==> config.mk <==
export PLATFORM = sky130hd
export DESIGN_NAME = gf256_arithmetic_unit
export DESIGN_NICKNAME = d
export VERILOG_FILES = /design/src/hw/rtl/gfau_pkg.sv /design/src/hw/rtl/gf256_arithmetic_unit.sv
export VERILOG_INCLUDE_DIRS = /design/src /design/src/hw/rtl
export SDC_FILE = /design/constraint.sdc
export NUM_CORES = 1
export LEC_CHECK = 0
export ABC_AREA = 1
export CAP_MARGIN = 20
export CORE_ASPECT_RATIO = 1.4
export CORE_MARGIN = 2
export CORE_UTILIZATION = 50
export DETAILED_ROUTE_END_ITERATION = 6
export DONT_BUFFER_PORTS = 1
export HOLD_SLACK_MARGIN = 0.1
export PLACE_DENSITY = 0.63
export SKIP_CTS_REPAIR_TIMING = 1
export SYNTH_ARGS = -nofsm -noshare
export SYNTH_HDL_FRONTEND = slang
export SYNTH_SLANG_ARGS = --single-unit
==> constraint.sdc <==
create_clock -name clk_i -period 3.3 [get_ports clk_i]
set_input_delay 0.66 -clock clk_i [delete_from_list [all_inputs] [get_ports clk_i]]
set_output_delay 0.66 -clock clk_i [all_outputs]
set_load 0.05 [all_outputs]
==> src/hw/rtl/gf256_arithmetic_unit_macros.svh <==
// assertion macros for the gf256 arithmetic unit
`ifndef GF256_ARITHMETIC_UNIT_MACROS_SVH
`define GF256_ARITHMETIC_UNIT_MACROS_SVH

// same-cycle implication, checked on every rising clock edge outside reset
`define GFAU_ASSERT_NOW(lbl, ante, cons, msg) \
  lbl: assert property (@(posedge clk_i) disable iff (!rst_ni) (ante) |-> (cons)) \
    else $error(msg);

// next-cycle implication
`define GFAU_ASSERT_NEXT(lbl, ante, cons, msg) \
  lbl: assert property (@(posedge clk_i) disable iff (!rst_ni) (ante) |=> (cons)) \
    else $error(msg);

`endif

==> src/hw/rtl/gfau_pkg.sv <==
// types, action codes and field helpers for the gf256 arithmetic unit
package gfau_pkg;

  localparam logic [2:0] ACT_ADD  = 3'd0;
  localparam logic [2:0] ACT_MUL  = 3'd1;
  localparam logic [2:0] ACT_PDIV = 3'd2;
  localparam logic [2:0] ACT_INV  = 3'd3;
  localparam logic [2:0] ACT_FDIV = 3'd4;

  // low byte of x^8+x^4+x^3+x+1
  localparam logic [7:0] GF_REDUCE = 8'h1B;
  // a^254 is the inverse of a nonzero a
  localparam logic [7:0] INV_EXP   = 8'hFE;
  // last bit position of a byte
  localparam logic [2:0] BIT_LAST  = 3'd7;

  typedef struct packed {
    logic [2:0] action;
    logic [7:0] operand_a;
    logic [7:0] operand_b;
  } gfau_in_t;

  typedef struct packed {
    logic [7:0] result;
    logic [7:0] remainder;
    logic       divide_error;
  } gfau_out_t;

  // multiply by x modulo the field polynomial
  function automatic logic [7:0] xtime(input logic [7:0] v);
    logic [7:0] s;
    s = {v[6:0], 1'b0};
    if (v[7]) begin
      s = s ^ GF_REDUCE;
    end
    return s;
  endfunction

  // degree of a nonzero polynomial
  function automatic logic [2:0] poly_deg(input logic [7:0] v);
    logic [2:0] d;
    d = '0;
    for (int i = 0; i < 8; i++) begin
      if (v[i]) begin
        d = 3'(i);
      end
    end
    return d;
  endfunction

endpackage

==> src/hw/rtl/gf256_arithmetic_unit.sv <==
// gf256 arithmetic unit: add, bit-serial multiply, inverse, field divide and polynomial division
//
// usage
//   one input word (action, operand_a, operand_b) is taken at a rising edge
//   with start high and busy low. exactly one result word (result,
//   remainder, divide_error) follows on res_o, marked by valid_o for one
//   cycle. the receiver cannot hold it off, so it must take it then.
// operation per action, up to the valid_o cycle
//   add, unused action codes, zero divisor or zero inverse operand: registered directly
//   multiply: one multiplier bit per cycle through a shift-and-add unit
//   polynomial divide: one quotient bit per cycle
//   inverse: a^254 by square-and-multiply in eight steps; in each step the square
//     and the conditional product run in two serial multipliers
//   field divide: inverse of b, then one more serial multiply by a
// throughput
//   one word at a time; busy drops in the cycle that valid_o is high, so the
//   next word can be taken at the edge that ends that cycle
// reset
//   rst_ni low clears the sequencer and the strobe; no result is pending
module gf256_arithmetic_unit (
  input  logic               clk_i,
  input  logic               rst_ni,
  input  logic               start,
  output logic               busy,
  input  gfau_pkg::gfau_in_t data_i,
  output logic               valid_o,
  output gfau_pkg::gfau_out_t res_o
);

`include "gf256_arithmetic_unit_macros.svh"

  // sequencer states
  localparam logic [1:0] ST_IDLE = 2'd0;
  localparam logic [1:0] ST_MUL  = 2'd1;
  localparam logic [1:0] ST_INV  = 2'd2;
  localparam logic [1:0] ST_DIV  = 2'd3;

  // control
  logic [1:0] state_q, state_d;
  logic       valid_q, valid_d;
  logic [2:0] cnt_q, cnt_d;     // bit counter, or quotient position in divide
  logic [2:0] step_q, step_d;   // exponent bit of the inverse
  logic       fdiv_q, fdiv_d;   // inverse is followed by a multiply

  // serial multiplier 1: conditional product in the inverse, plain multiply
  logic [7:0] m1_acc_q, m1_acc_d, m1_x_q, m1_x_d, m1_y_q, m1_y_d;
  // serial multiplier 2: squaring in the inverse
  logic [7:0] m2_acc_q, m2_acc_d, m2_x_q, m2_x_d, m2_y_q, m2_y_d;
  // inverse accumulator
  logic [7:0] inv_r_q, inv_r_d;
  // dividend kept for the field divide
  logic [7:0] a_q, a_d;
  // polynomial division: partial remainder, quotient, aligned divisor
  logic [7:0] div_r_q, div_r_d, div_q_q, div_q_d, div_d_q, div_d_d;
  logic [2:0] db_q, db_d;       // degree of the divisor
  // result word
  gfau_pkg::gfau_out_t res_q, res_d;

  // one step of each serial unit
  logic [7:0] m1_acc_s, m2_acc_s;
  logic [7:0] div_r_s, div_q_s;
  logic [2:0] div_idx;
  logic       div_hit;
  logic [7:0] r_new, p_new;
  logic [7:0] inv_op;
  logic [2:0] b_deg;
  logic [3:0] div_span;

  // shift-and-add: fold in x when the low multiplier bit is set
  assign m1_acc_s = m1_acc_q ^ (m1_y_q[0] ? m1_x_q : 8'h00);
  assign m2_acc_s = m2_acc_q ^ (m2_y_q[0] ? m2_x_q : 8'h00);

  // long division: test the remainder bit under the divisor's top bit
  assign div_idx  = db_q + cnt_q;
  assign div_hit  = div_r_q[div_idx];
  assign div_r_s  = div_hit ? (div_r_q ^ div_d_q) : div_r_q;
  assign div_q_s  = div_hit ? (div_q_q | (8'd1 << cnt_q)) : div_q_q;
  assign div_span = {1'b0, db_q} + {1'b0, cnt_q};

  // end of an inverse step: take the product only where the exponent bit is set
  assign r_new  = gfau_pkg::INV_EXP[step_q] ? m1_acc_s : inv_r_q;
  assign p_new  = m2_acc_s;

  assign inv_op = (data_i.action == gfau_pkg::ACT_INV) ? data_i.operand_a
                                                      : data_i.operand_b;
  assign b_deg  = gfau_pkg::poly_deg(data_i.operand_b);

  assign busy    = (state_q != ST_IDLE);
  assign valid_o = valid_q;
  assign res_o   = res_q;

  always_comb begin
    state_d  = state_q;
    valid_d  = 1'b0;
    cnt_d    = cnt_q;
    step_d   = step_q;
    fdiv_d   = fdiv_q;
    m1_acc_d = m1_acc_q;
    m1_x_d   = m1_x_q;
    m1_y_d   = m1_y_q;
    m2_acc_d = m2_acc_q;
    m2_x_d   = m2_x_q;
    m2_y_d   = m2_y_q;
    inv_r_d  = inv_r_q;
    a_d      = a_q;
    div_r_d  = div_r_q;
    div_q_d  = div_q_q;
    div_d_d  = div_d_q;
    db_d     = db_q;
    res_d    = res_q;

    unique case (state_q)
      ST_IDLE: begin
        if (start) begin
          unique case (data_i.action) inside
            gfau_pkg::ACT_ADD: begin
              res_d   = '{result: data_i.operand_a ^ data_i.operand_b,
                          remainder: 8'h00, divide_error: 1'b0};
              valid_d = 1'b1;
            end
            gfau_pkg::ACT_MUL: begin
              m1_acc_d = 8'h00;
              m1_x_d   = data_i.operand_a;
              m1_y_d   = data_i.operand_b;
              cnt_d    = '0;
              state_d  = ST_MUL;
            end
            gfau_pkg::ACT_PDIV: begin
              if (data_i.operand_b == 8'h00) begin
                res_d   = '{result: 8'h00, remainder: 8'h00, divide_error: 1'b1};
                valid_d = 1'b1;
              end else begin
                // align the divisor's top bit with bit 7
                div_r_d = data_i.operand_a;
                div_q_d = 8'h00;
                db_d    = b_deg;
                div_d_d = data_i.operand_b << (gfau_pkg::BIT_LAST - b_deg);
                cnt_d   = gfau_pkg::BIT_LAST - b_deg;
                state_d = ST_DIV;
              end
            end
            gfau_pkg::ACT_INV, gfau_pkg::ACT_FDIV: begin
              if (inv_op == 8'h00) begin
                res_d   = '{result: 8'h00, remainder: 8'h00, divide_error: 1'b1};
                valid_d = 1'b1;
              end else begin
                inv_r_d  = 8'h01;
                m1_acc_d = 8'h00;
                m1_x_d   = 8'h01;
                m1_y_d   = inv_op;
                m2_acc_d = 8'h00;
                m2_x_d   = inv_op;
                m2_y_d   = inv_op;
                a_d      = data_i.operand_a;
                fdiv_d   = (data_i.action == gfau_pkg::ACT_FDIV);
                cnt_d    = '0;
                step_d   = '0;
                state_d  = ST_INV;
              end
            end
            default: begin
              // unused action codes give an all-zero word
              res_d   = '{result: 8'h00, remainder: 8'h00, divide_error: 1'b0};
              valid_d = 1'b1;
            end
          endcase
        end
      end

      ST_MUL: begin
        m1_acc_d = m1_acc_s;
        m1_x_d   = gfau_pkg::xtime(m1_x_q);
        m1_y_d   = m1_y_q >> 1;
        cnt_d    = cnt_q + 3'd1;
        if (cnt_q == gfau_pkg::BIT_LAST) begin
          res_d   = '{result: m1_acc_s, remainder: 8'h00, divide_error: 1'b0};
          valid_d = 1'b1;
          state_d = ST_IDLE;
        end
      end

      ST_INV: begin
        m1_acc_d = m1_acc_s;
        m1_x_d   = gfau_pkg::xtime(m1_x_q);
        m1_y_d   = m1_y_q >> 1;
        m2_acc_d = m2_acc_s;
        m2_x_d   = gfau_pkg::xtime(m2_x_q);
        m2_y_d   = m2_y_q >> 1;
        cnt_d    = cnt_q + 3'd1;
        if (cnt_q == gfau_pkg::BIT_LAST) begin
          inv_r_d = r_new;
          if (step_q == gfau_pkg::BIT_LAST) begin
            if (fdiv_q) begin
              // a times the inverse of b
              m1_acc_d = 8'h00;
              m1_x_d   = a_q;
              m1_y_d   = r_new;
              state_d  = ST_MUL;
            end else begin
              res_d   = '{result: r_new, remainder: 8'h00, divide_error: 1'b0};
              valid_d = 1'b1;
              state_d = ST_IDLE;
            end
          end else begin
            step_d   = step_q + 3'd1;
            m1_acc_d = 8'h00;
            m1_x_d   = r_new;
            m1_y_d   = p_new;
            m2_acc_d = 8'h00;
            m2_x_d   = p_new;
            m2_y_d   = p_new;
          end
        end
      end

      ST_DIV: begin
        div_r_d = div_r_s;
        div_q_d = div_q_s;
        div_d_d = div_d_q >> 1;
        cnt_d   = cnt_q - 3'd1;
        if (cnt_q == 3'd0) begin
          res_d   = '{result: div_q_s, remainder: div_r_s, divide_error: 1'b0};
          valid_d = 1'b1;
          state_d = ST_IDLE;
        end
      end

      default: begin
        state_d = ST_IDLE;
      end
    endcase
  end

  // control registers
  always_ff @(posedge clk_i or negedge rst_ni) begin
    if (!rst_ni) begin
      state_q <= ST_IDLE;
      valid_q <= 1'b0;
      cnt_q   <= '0;
      step_q  <= '0;
      fdiv_q  <= 1'b0;
    end else begin
      state_q <= state_d;
      valid_q <= valid_d;
      cnt_q   <= cnt_d;
      step_q  <= step_d;
      fdiv_q  <= fdiv_d;
    end
  end

  // datapath registers
  always_ff @(posedge clk_i) begin
    m1_acc_q <= m1_acc_d;
    m1_x_q   <= m1_x_d;
    m1_y_q   <= m1_y_d;
    m2_acc_q <= m2_acc_d;
    m2_x_q   <= m2_x_d;
    m2_y_q   <= m2_y_d;
    inv_r_q  <= inv_r_d;
    a_q      <= a_d;
    div_r_q  <= div_r_d;
    div_q_q  <= div_q_d;
    div_d_q  <= div_d_d;
    db_q     <= db_d;
    res_q    <= res_d;
  end

  // an error word carries nothing else
  `GFAU_ASSERT_NOW(a_err_zero, valid_o && res_o.divide_error,
                   (res_o.result == 8'h00) && (res_o.remainder == 8'h00),
                   "error word with nonzero data")

  // the tested remainder bit never runs past bit 7
  `GFAU_ASSERT_NOW(a_div_span, state_q == ST_DIV, div_span <= 4'd7,
                   "division bit position out of range")

  // a word is only shown once the sequencer is free again
  `GFAU_ASSERT_NOW(a_valid_idle, valid_o, !busy,
                   "result strobe while busy")

  // add gives its word in the next cycle without occupying the unit
  `GFAU_ASSERT_NEXT(a_add_fast,
                    start && !busy && (data_i.action == gfau_pkg::ACT_ADD),
                    valid_o && !busy, "add did not finish in one cycle")

endmodule
==> summary.txt, run 1 <==
Logic synthesis
  • Sequential-to-total area share from yosys stat: 49.9%
  • Top cell type's share of synthesized area: 46.4%
  • Ys async rst share: 8.47%
  • EDFF count, synth: 108
  • Mean area per synthesized cell: 8.65 um^2
  • Ys flop type: edfxtp_1
  • Syn nets: 842
  • Synth Cell Area: 6990 um^2
  • Yosys reg bits: 118
  • Netlist cell types: 52
  • Cell accounting for the most synthesized area: edfxtp_1
  • Mapped Cells: 809
  • Yosys Warn Count: 0
  • Top post-synthesis cells by area: edfxtp_1 46%, nand2_1 9.7%, inv_1 5.6%

Place
  • Dpl hpwl: 15,700 um
  • Number of port buffers: 0
  • Placed Instance Area: 7200 um^2
  • Dpl ws: 686 ps
  • Placed Cells: 981
  • GPL Wtd Cong: 0.961

Detailed routing
  • Via Count: 5,744
  • Via/cell ratio: 5.66
  • Drt total wl: 21,000 um
  • Post-route ant nets: 0
  • Iteration-0 DRC count of the detailed router: 482
  • Initial DRT Pass Iterations: 5
  • DRC errors left: 0
  • Mean routed wirelength per cell: 20.7 um

Power
  • Cell internal pwr: 4.76 mW
  • Pwr Total: 8.82 mW
  • Pwr Density: 1130 nW/um^2
  • Clock power share: 21.6%
  • Leak: 3.40 nW
  • Maximum vdd drop: 0.621 mV
  • Sw power: 4.06 mW
  • Combinational Power Share: 38.6%
  • Switching Share: 46.0%
  • Reg power frac: 39.8%

Timing
  • Final Hold Fails: 0
  • Max frequency: 377 MHz
  • Clk_skew: 7.82 ps
  • Worst Max-Slew Pin Slew: 990 ps
  • Crit path time final: 2650 ps
  • Fin Setup TNS: 0 ps
  • Final number of setup-violating endpoints: 0
  • Setup WS post-layout: 649 ps
  • Slew Limit Headroom: 34.0%
  • Slew Viols, Final: 0
  • RSZ-0062 raised after global routing: no
  • Fin crit share: 80.3%

Floorplanning
  • Core area: 13,800 um^2
  • Die height: 144 um
  • Io pins: 41
  • Initial core utilization: 50.7%
  • Die W: 104 um
  • Row cnt: 51
  • Total die area: 15,000 um^2

Critical path
  • Critical Path, Cell by Cell: inv_1, fa_1, inv_1, a21oi_1, o21ai_0, nand2_1, nand2_2, nand2_4, inv_2, nand2_1, nand3_1, nand2_1, nand2_1
  • Largest stage delay, worst path: 600 ps
  • Startpoint Class: flip-flop
  • Critical path launch point: cnt_q[1]$_DFFE_PN0P_
  • R2r worst-path depth: 13
  • Worst EP required: 3480 ps
  • Arr. time, crit path: 2830 ps
  • CP endpoint kind: flip-flop
  • CP Class: reg2reg
  • R2R Setup Slk: 650 ps
  • R2r startpoint: cnt_q[1]$_DFFE_PN0P_
  • Reg-to-reg endpoint: res_o[9]$_DFFE_PP_
  • Worst setup path endpoint: res_o[9]$_DFFE_PP_
  • CP dominant cell by count: nand2_1
  • Critical path fanouts, max: 16
  • Slowest cell on crit path: fa_1

Cells and area
  • Layout Cells excl Fill: 1,014
  • Commonest cells after routing, fill and taps aside: 181 x nand2_1, 108 x edfxtp_1, 105 x inv_1
  • Number of flip-flops under the largest register name: 17
  • Fin nets: 849
  • Cell area after layout: 7800 um^2
  • Diode count: 0
  • Area growth syn-to-layout: 11.6%
  • Most common cell after layout, fill and taps aside: nand2_1
  • Layout cells sized above 1: 12.2%
  • # fillers: 1,245

Clock tree
  • CTS tree: done
  • Worst-case clock buffer depth: 2
  • Htree depth: 4
  • Num CTS Buffers: 17
  • Worst-path clk slew: 60 ps
  • Clk sink count: 118
  • Root Driver: clkbuf_16
  • Worst-Skew Late Latency: 430 ps

GRT
  • Number of global-route vias before repair: 5,662
  • First-pass GRT wire length: 32,000 um
  • Gr ovfl total: 0
  • Largest net degree at the start of global routing: 34
  • All-Layer GR Usage: 28.8%
  • Initial antenna violation count: 0

Min path
  • Depth of the worst hold-timing path: 0
  • Min-delay worst type: in2reg

Run status
  • Status: finished, final reports clean

Run
  • MaxCap Viol Count: 0
-- per-stage QoR --
stage,hold slack (ps),util [%]
5_1_grt,321,56.6
3_3_place_gp,365,52.2
4_1_cts,-78.3,56.5
6_report,324,56.6
3_5_place_dp,365,52.2
2_1_floorplan,364,-
-- worst min path at each step --
stage	end	startpoint	slack, ps
after floorplan	cnt_q[0]$_DFFE_PN0P_	rst_ni	360
after global placement	step_q[0]$_DFFE_PN0P_	rst_ni	360
after detailed placement	step_q[1]$_DFFE_PN0P_	rst_ni	360
after CTS	step_q[2]$_DFFE_PN0P_	rst_ni	-80
after global routing	a_q[5]$_DFFE_PP_	data_i[13]	320
final	a_q[5]$_DFFE_PP_	data_i[13]	320
-- Yosys cell counts (5+ instances only) --
master	n
dfrtp_1	10
xor2_1	19
nand2_2	20
o21ai_1	17
o21ai_0	42
edfxtp_1	108
inv_2	12
inv_1	105
ha_1	9
o211ai_1	6
a21oi_1	45
nand3_1	75
o221ai_1	5
a22oi_1	6
clkbuf_1	15
nand3b_1	7
nand2_1	181
nor2_1	55
-- power by group through the flow --
stage	Combinational (mW)	Sequential (mW)	Clock, mW
2_1_floorplan	2.47	3.31	0
3_3_place_gp	3.34	3.51	0
3_5_place_dp	3.38	3.53	0
4_1_cts	3.39	3.51	1.92
5_1_grt	3.78	3.57	1.98
6_report	3.40	3.51	1.91
-- cell type report --
class                           instances  area (um^2)  area share (%)
Tap cell                              185          231            2.97
Inverter                              119          449            5.76
Clock inverter                         15          168            2.15
Timing Repair Buffer                   12         92.6            1.19
Sequential cell                       118         3490            44.8
Clock buffer                           17          425            5.45
Multi-Input combinational cell        548         2940            37.7
-- routing by layer --
metal,global-route usage (%),up-vias,routed length (um)
met2,52.2,229,10900
li1,-,2736,-
met1,31.6,2715,7800
met4,17.2,0,1130
met3,5.22,64,1160
met5,0,-,0
-- kinds of logic (layout without fill, tap and decap cells) --
family | count (synthesis) | in the layout | share of synthesized area (%)
simple gates | 367 | 367 | 24.6
fa+ha+maj | 11 | 11 | 2.18
buf+inv | 143 | 163 | 8.01
xor+xnor | 21 | 21 | 2.63
flops | 118 | 118 | 49.9
compound gates | 149 | 149 | 12.6
-- worst max-delay path, delay by kind of cell, from the launching register on --
kind | cells | cell delay (ps)
AO/OA/AOI/OAI | 2 | 190
adder cells (fa/ha/maj) | 1 | 600
buffers and inverters | 3 | 390
flip-flops | 1 | 460
AND/OR/NAND/NOR | 7 | 750
Note: power is estimated with default switching activity, not from simulation.
==> run 2: changes to the inputs <==
- PLACE_DENSITY: 0.63 -> 0.66
- clock period: 3.3 -> 2.2 ns (I/O delays scaled with it)
==> run 2 against run 1 <==
Against the previous run:
- the flow now finishes with violations (setup timing)
- wire length increased by 1.2%
- power rose by 69%
- cell count rose by 6.4%
- non-clock buffer count is 65 higher
- combinational power up 100%
- via count increased by 5.7%
- register-to-register slack lost 880 ps
- global-route usage fell by 0.59 points
- sequential cell count stayed put
- first-iteration DRC count fell by 9.8%
- sequential share of layout area down 4.1 points
- highest routed layer unchanged
==> summary.txt, run 2 (same netlist as run 1, synthesis figures left out) <==
Run status
  • Status: finished with violations
  • Failing checks: setup timing

Cells and area
  • Fin nets: 915 (+7.8%)
  • Diode count: 0 (unchanged)
  • Multi-input gate area: 3130 um^2 (+6.4%)
  • Number of flip-flops under the largest register name: 17 (unchanged)
  • Most common cell after layout, fill and taps aside: nand2_1
  • # fillers: 1,164 (-6.5%)
  • Layout cells sized above 1: 22.0% (+9.9 points)
  • Layout Cells excl Fill: 1,079 (+6.4%)
  • Area growth syn-to-layout: 22.8%
  • Post-layout util: 62.3% (+5.7 points)
  • Commonest cells after routing, fill and taps aside: 169 x nand2_1, 108 x edfxtp_1, 103 x inv_1
  • Register Area: 3490 um^2 (unchanged)

Detailed routing
  • DRC errors left: 0 (unchanged)
  • Post-route ant nets: 0 (unchanged)
  • Drt total wl: 21,300 um (+1.2%)
  • Initial DRT Pass Iterations: 5 (unchanged)
  • Mean routed wirelength per cell: 19.7 um (-4.9%)
  • Via Count: 6,071 (+5.7%)
  • Iteration-0 DRC count of the detailed router: 435 (-9.8%)
  • Via/cell ratio: 5.63 (-0.67%)

GRT
  • First-pass GRT wire length: 31,700 um (-0.97%)
  • Gr ovfl total: 0 (unchanged)
  • Number of global-route vias before repair: 6,032 (+6.5%)
  • M1 GR Usage: 28.7% (-2.9 points)
  • All-Layer GR Usage: 28.2% (-0.59 points)
  • Largest net degree at the start of global routing: 33 (-2.9%)
  • Busiest grt layer: met2
  • M2 GR Usage: 52.1% (-0.14 points)
  • Initial antenna violation count: 0 (unchanged)
  • Met3 usage: 6.21% (+1.0 points)

Timing
  • Setup WS post-layout: -235 ps (-884 ps)
  • Clk_skew: 8.07 ps (+0.251 ps)
  • Worst Max-Slew Pin Slew: 621 ps (-370 ps)
  • Slew Viols, Final: 0 (unchanged)
  • Final Hold Fails: 0 (unchanged)
  • Crit path time final: 2430 ps (-216 ps)
  • Hold_ws: 110 ps (-214 ps)
  • RSZ-0062 raised after global routing: yes
  • Fin crit share: 111% (+30 points)
  • Max frequency: 411 MHz (+8.9%)
  • Final number of setup-violating endpoints: 30 (+30)
  • Slew Limit Headroom: 58.7% (+25 points)

Clock tree
  • Clk sink count: 118 (unchanged)
  • Worst-Skew Late Latency: 420 ps (about the same)
  • CTS tree: done
  • Root Driver: clkbuf_16
  • Htree depth: 4 (unchanged)
  • Worst-case clock buffer depth: 2 (unchanged)
  • Num CTS Buffers: 17 (unchanged)
  • Worst-path clk slew: 60 ps (about the same)

Min path
  • Min-delay worst type: in2reg

Critical path
  • CP endpoint kind: flip-flop
  • CP Buf/Inv Count: 4 (+1)
  • Critical path fanouts, max: 7 (-9)
  • Arr. time, crit path: 2590 ps (-240 ps)
  • Slowest cell on crit path: fa_2
  • Top Family by Delay on Critical Path: adder cells
  • Largest stage delay, worst path: 370 ps (-230 ps)
  • Startpoint Class: flip-flop
  • Worst EP required: 2360 ps (-1120 ps)
  • CP Class: reg2reg
  • Critical Path, Cell by Cell: ha_2, inv_2, fa_2, xor2_2, buf_4, xor2_4, nand2_4, nand2_8, buf_8, buf_6, o21bai_1, nand3_1, o21ai_1

Power
  • Maximum vdd drop: 0.890 mV (+43%)
  • Leak: 3.78 nW (+11%)
  • Pwr Total: 14.9 mW (+69%)
  • Pwr Density: 1730 nW/um^2 (+53%)

Floorplanning
  • Row cnt: 51 (unchanged)
  • Core area: 13,800 um^2 (unchanged)
  • Die height: 144 um (unchanged)
  • Total die area: 15,000 um^2 (unchanged)
  • Die W: 104 um (unchanged)
  • Io pins: 41 (unchanged)
  • Initial core utilization: 50.7% (unchanged)

Place
  • Placed Cells: 1,037 (+5.7%)
  • Number of port buffers: 0 (unchanged)
  • Dpl hpwl: 15,700 um (about the same)
  • GPL Wtd Cong: 0.988 (+2.8%)
  • Dpl ws: -156 ps (-842 ps)

Run
  • MaxCap Viol Count: 0 (unchanged)
-- run 2: changes by cell type in the layout (fill, tap and decap cells not counted), sizes merged --
cell,change
inv,-4
buf,+65
clkinv,+2
bufinv,+1
a21oi,+1
-- run 2: per-layer routing --
layer	share of wire, %	routed length, um
met4	7.4	1580
met3	6.9	1460
met2	51	10900
met5	0	0
met1	34	7300
-- run 2: layout make-up --
class | instances | area share (%)
Inverter | 119 | 5.29
Clock buffer | 17 | 4.95
Clock inverter | 14 | 2.04
Tap cell | 185 | 2.69
Timing Repair Buffer | 77 | 7.90
Sequential cell | 118 | 40.7
Multi-Input combinational cell | 549 | 36.5
-- run 2: power by group --
| group | leakage (nW) | total, mW | internal (mW) | switching (mW) |
|---|---|---|---|---|
| sequential | 1.16 | 5.22 | 3.95 | 1.27 |
| combinational | 2.33 | 6.81 | 2.61 | 4.20 |
| clock | 0.288 | 2.84 | 1.78 | 1.06 |
| total | 3.78 | 14.9 | 8.34 | 6.52 |
-- run 2: metrics by stage --
| stage | cell area (um^2) | setup TNS, ps |
|---|---|---|
| floorplan | 7010 | -344 |
| global placement | 7710 | -1040 |
| detailed placement | 7710 | -2280 |
| CTS | 8310 | -2640 |
| global route | 8590 | -8270 |
| finish | 8590 | -4440 |
-- run 2: worst paths after layout --
path	startpoint	to	slack [ps]	cells after the start
hold reg to reg	m2_y_q[1]$_DFFE_PP_	m2_y_q[0]$_DFFE_PP_	520	2
max in group asynchronous	rst_ni	fdiv_q$_DFFE_PN0P_	1410	1
setup / recovery	cnt_q[0]$_DFFE_PN0P_	div_r_q[7]$_DFFE_PP_	-230	13
hold / removal	data_i[15]	a_q[7]$_DFFE_PP_	110	0
min in group asynchronous	rst_ni	cnt_q[0]$_DFFE_PN0P_	440	1
setup reg to reg	cnt_q[0]$_DFFE_PN0P_	div_r_q[7]$_DFFE_PP_	-230	13
